$ cat src/design/chained_hash_table_engine_unit_defines.svh
// Assertion macros
`ifndef CHAINED_HASH_TABLE_ENGINE_UNIT_DEFINES_SVH
`define CHAINED_HASH_TABLE_ENGINE_UNIT_DEFINES_SVH
`define CHT_ASSERT_IMP(lbl, clk, rstn, a, c) \
    lbl: assert property (@(posedge clk) disable iff (!rstn) (a) |-> (c)) \
        else $error("assertion failed");
`define CHT_ASSERT_NXT(lbl, clk, rstn, a, c) \
    lbl: assert property (@(posedge clk) disable iff (!rstn) (a) |=> (c)) \
        else $error("assertion failed");
`endif

$ cat src/design/cht_pkg.sv
package cht_pkg;
    localparam int BUCKETS_DEF    = 256;
    localparam int POOL_SIZE_DEF  = 1024;
    localparam int VALUE_BITS_DEF = 32;
    localparam int KEY_BITS       = 31;
    localparam int FOLD_SHIFT     = 15;

    localparam logic [1:0] OP_INSERT = 2'd0;
    localparam logic [1:0] OP_LOOKUP = 2'd1;
    localparam logic [1:0] OP_REMOVE = 2'd2;
    localparam logic [1:0] OP_CLEAR  = 2'd3;

    localparam logic [1:0] ST_OK   = 2'd0;
    localparam logic [1:0] ST_MISS = 2'd1;
    localparam logic [1:0] ST_FULL = 2'd2;

    function automatic logic [KEY_BITS-1:0] fold_key(input logic [31:0] raw);
        fold_key = {15'd0, raw[15:0]} + {1'b0, raw[31:17], 15'd0};
    endfunction
endpackage

$ cat src/design/cht_front.sv
module cht_front #(
    parameter int VALUE_BITS = cht_pkg::VALUE_BITS_DEF,
    parameter int DEPTH      = 2
) (
    input  logic                         aclk,
    input  logic                         aresetn,
    input  logic                         s_valid,
    output logic                         s_ready,
    input  logic [1:0]                   s_op,
    input  logic [31:0]                  s_raw_key,
    input  logic [31:0]                  s_value_in,
    output logic                         q_valid,
    input  logic                         q_ready,
    output logic [1:0]                   q_op,
    output logic [cht_pkg::KEY_BITS-1:0] q_key,
    output logic [VALUE_BITS-1:0]        q_val
);
    localparam int AW = (DEPTH > 1) ? $clog2(DEPTH) : 1;
    localparam int W  = 2 + cht_pkg::KEY_BITS + VALUE_BITS;

    logic [W-1:0]  fifo_mem [DEPTH];
    logic [AW-1:0] wr_ptr_reg, wr_ptr_next, rd_ptr_reg, rd_ptr_next;
    logic [AW:0]   cnt_reg, cnt_next;
    logic          push, pop;

    assign s_ready = (cnt_reg != (AW+1)'(DEPTH));
    assign q_valid = (cnt_reg != '0);
    assign push    = s_valid && s_ready;
    assign pop     = q_valid && q_ready;
    assign {q_op, q_key, q_val} = fifo_mem[rd_ptr_reg];

    always_comb begin
        wr_ptr_next = wr_ptr_reg;
        rd_ptr_next = rd_ptr_reg;
        if (push) wr_ptr_next = (wr_ptr_reg == AW'(DEPTH-1)) ? '0 : wr_ptr_reg + AW'(1);
        if (pop)  rd_ptr_next = (rd_ptr_reg == AW'(DEPTH-1)) ? '0 : rd_ptr_reg + AW'(1);
        cnt_next = cnt_reg + (AW+1)'(push) - (AW+1)'(pop);
    end

    always_ff @(posedge aclk) begin
        if (!aresetn) begin
            wr_ptr_reg <= '0;
            rd_ptr_reg <= '0;
            cnt_reg    <= '0;
        end else begin
            wr_ptr_reg <= wr_ptr_next;
            rd_ptr_reg <= rd_ptr_next;
            cnt_reg    <= cnt_next;
        end
    end

    always_ff @(posedge aclk) begin
        if (push) begin
            fifo_mem[wr_ptr_reg] <= {s_op, cht_pkg::fold_key(s_raw_key),
                                     s_value_in[VALUE_BITS-1:0]};
        end
    end
endmodule

$ cat config.mk
export PLATFORM = sky130hd
export DESIGN_NAME = cht_front
export DESIGN_NICKNAME = d
export VERILOG_FILES = /design/src/design/chained_hash_table_engine_unit_defines.svh /design/src/design/cht_pkg.sv /design/src/design/cht_front.sv
export SDC_FILE = /design/constraint.sdc
export NUM_CORES = 1
export LEC_CHECK = 0
export BUFFER_PORTS_ARGS = -buffer_cell sky130_fd_sc_hd__buf_2
export CAP_MARGIN = 0
export CORE_MARGIN = 10
export CORE_UTILIZATION = 52
export CTS_CLUSTER_DIAMETER = 150
export DETAILED_ROUTE_END_ITERATION = 7
export MAX_ROUTING_LAYER = met4
export PLACE_DENSITY_LB_ADDON = 0.12
export SETUP_SLACK_MARGIN = 0.1
export SYNTH_ARGS = -nofsm -noshare
export SYNTH_HDL_FRONTEND = slang
export SYNTH_SLANG_ARGS = --single-unit
$ cat constraint.sdc
create_clock -name aclk -period 5.8 [get_ports aclk]
set_input_delay 1.16 -clock aclk [delete_from_list [all_inputs] [get_ports aclk]]
set_output_delay 1.16 -clock aclk [all_outputs]
set_load 0.02 [all_outputs]
==> impl_metrics.ini <==
[run_status]
status = finished, final reports clean

[routing]
routedWlPerCell_um = 18.1
antenna_left = 0
vias = 2836
routed_via_density = 5.00
drc = 0
drtPass1Iterations = 4
drt-initial-drc-count = 214
route.final.wire_length_um = 10300

[synthesis]
syn_area_per_cell_um2 = 19.2
synth_most_common_cell = edfxtp_1
yosysWarningCount = 0
yosysTopAreaCell = edfxtp_1
syn_nets = 344
ys_seq_area_share_pct = 77.1
ys_top_cells_by_area = edfxtp_1 (75%), mux2_2 (14%), xnor2_1 (2.2%)
synth_ff_type = edfxtp_1
synth_area_mm2 = 0.00519
synth_top_area_share_pct = 75.2
synthArstFlopShare_pct = 0
ys_seq_elements = 135
synth_commonest_cells = edfxtp_1 (130), mux2_2 (65), xnor2_1 (13)
synth.distinct_cells = 23
syn_inst = 270
synth-edff-count = 130

[sta]
period_share_pct = 62.4
worst_pin_slew_ns = 1.04
fmax_ghz = 0.276
setup_viol = 0
hold_ws_ns = 0.585
drv_slew = 0
relSlewSlack_pct = 30.7
period_needed_ns = 3.62
rsz0062_at_grt = no
fin_setup_tns_ns = 0
finalHoldViolCount = 0
setup_ws_ns = 2.18
fin_skew_ns = 0.00902

[global_routing]
grt_max_degree = 37
overflow = 0
grt_pass1_wl_um = 15900
grt_util_all_layers_pct = 15.0
antenna_found_initial = 1
grt_pass1_vias = 3108

[placed_design]
dp_slack_ns = 2.58
io_buffers = 135
gp_congestion = 0.845
dp_hpwl_um = 7070

[clock_tree]
insertion_delay_ns = 0.51
path_clk_slew_ns = 0.06
cts_buffers = 17
hold_buffers = 0
cts_setup_buffers = 0
ctsHtreeMaxLevel = 4
clock_path_buffers = 2
cts.sinks = 135
tritoncts = built
post_cts_resized = 0
cts-root-buf = clkbuf_8

[final_layout]
drive_above_1_share_pct = 55.0
syn_to_final_growth_pct = 27.3
finalNetCount = 494
largest_reg_flops = 130
final_util_pct = 67.9

[critical_path]
path_cells = buf_4 > mux2_2 > buf_2
worst_path_max_delay_cell = dfxtp_2
path_buf_inv = 2
cpPeakStageDelay_ns = 0.81
worstPathRequired_ns = 4.64
crit_family = flip-flops
worstReg2RegStart = cnt_reg[0]
cp_max_fo = 35
end_kind = primary output
path_class = reg2out
startpoint_type = flip-flop
worstPathArrival_ns = 2.46

[power_and_ir_drop]
p_per_area_mw_per_mm2 = 448
pwr-share-comb_pct = 22.3
p_leak_nw = 2.48
swShare_pct = 27.8
pwr-share-seq_pct = 43.1
p_int_w = 0.00214
power_frac_clock_pct = 34.6
ir_worst_vdd_uv = 240
p_total_w = 0.00296
p_sw_w = 0.000825

[worst_hold_path]
hp-start = rd_ptr_reg
hold_path_class = reg2reg

[die]
start_util_pct = 53.3
die_area_mm2 = 0.0144
die_x_um = 120
die_h_um = 120
fp.coreArea_mm2 = 0.00973
rows = 36
pin_count = 137

[job]
maxCapViolCount = 0
[worst paths after layout]
| kind | slack, ns | end | cells past startpoint |
|---|---|---|---|
| worst max-delay path | 2.18 | q_key[22] | 3 |
| worst min-delay path | 0.58 | flip-flop | 2 |
| worst max register to register | 3.38 | fifo_mem[0][4] | 4 |
| worst min register to register | 0.58 | flip-flop | 2 |
[tightest hold or removal path, stage by stage (launching register included)]
cell and delay (ns):
dfxtp_1 0.33, xnor2_1 0.08, and2_1 0.14
[metrics by stage]
| step | std cells | area [um2] |
|---|---|---|
| after floorplan | 270 | 5190 |
| after global placement | 534 | 6030 |
| after detailed placement | 534 | 6030 |
| after CTS | 566 | 6610 |
| after global routing | 567 | 6610 |
| final | 567 | 6610 |
[power groups by stage]
stage                     logic (W)  registers, W  clock network (W)
after floorplan            0.000480       0.00127                  0
after global placement     0.000670       0.00129                  0
after detailed placement   0.000675       0.00130                  0
after CTS                  0.000679       0.00128            0.00105
after global routing       0.000716       0.00129            0.00109
final                      0.000661       0.00128            0.00103
[layout by cell type, fill, tap and decap left out, types with 3 or more instances in the layout]
| cell | n |
|---|---|
| and2_1 | 5 |
| buf_2 | 135 |
| buf_4 | 3 |
| bufinv_16 | 3 |
| clkbuf_16 | 16 |
| clkinv_2 | 5 |
| clkinvlp_4 | 3 |
| dfxtp_1 | 4 |
| edfxtp_1 | 130 |
| ha_1 | 4 |
| mux2_2 | 65 |
| nand2_1 | 10 |
| nand3_1 | 7 |
| nor2_1 | 6 |
| xnor2_1 | 13 |
| xor2_1 | 3 |
[routing by layer]
layer / global-route usage (%) / up-vias / share of wire, %
met1: 15.8 / 1377 / 38
met4: 6.49 / 0 / 1.5
met5: - / - / 0
met3: 5.91 / 12 / 6.9
li1: - / 1355 / -
met2: 24.5 / 92 / 53
[logic make-up after synthesis]
logic type | Yosys count | share of synthesized area, %
fa+ha+maj | 4 | 0.964
mux | 65 | 14.1
flops | 135 | 77.1
simple gates | 39 | 3.81
compound gates | 4 | 0.603
xor+xnor | 16 | 2.70
buf+inv | 7 | 0.675
[layout make-up]
| cell class | instances | area [um2] |
|---|---|---|
| Antenna cell | 1 | 2.50 |
| Clock buffer | 18 | 418 |
| Clock inverter | 14 | 159 |
| Fill cell | 708 | 3120 |
| Multi-Input combinational cell | 128 | 1160 |
| Sequential cell | 135 | 4010 |
| Tap cell | 133 | 166 |
| Timing Repair Buffer | 138 | 698 |
Note: power is estimated with default switching activity, not from simulation.
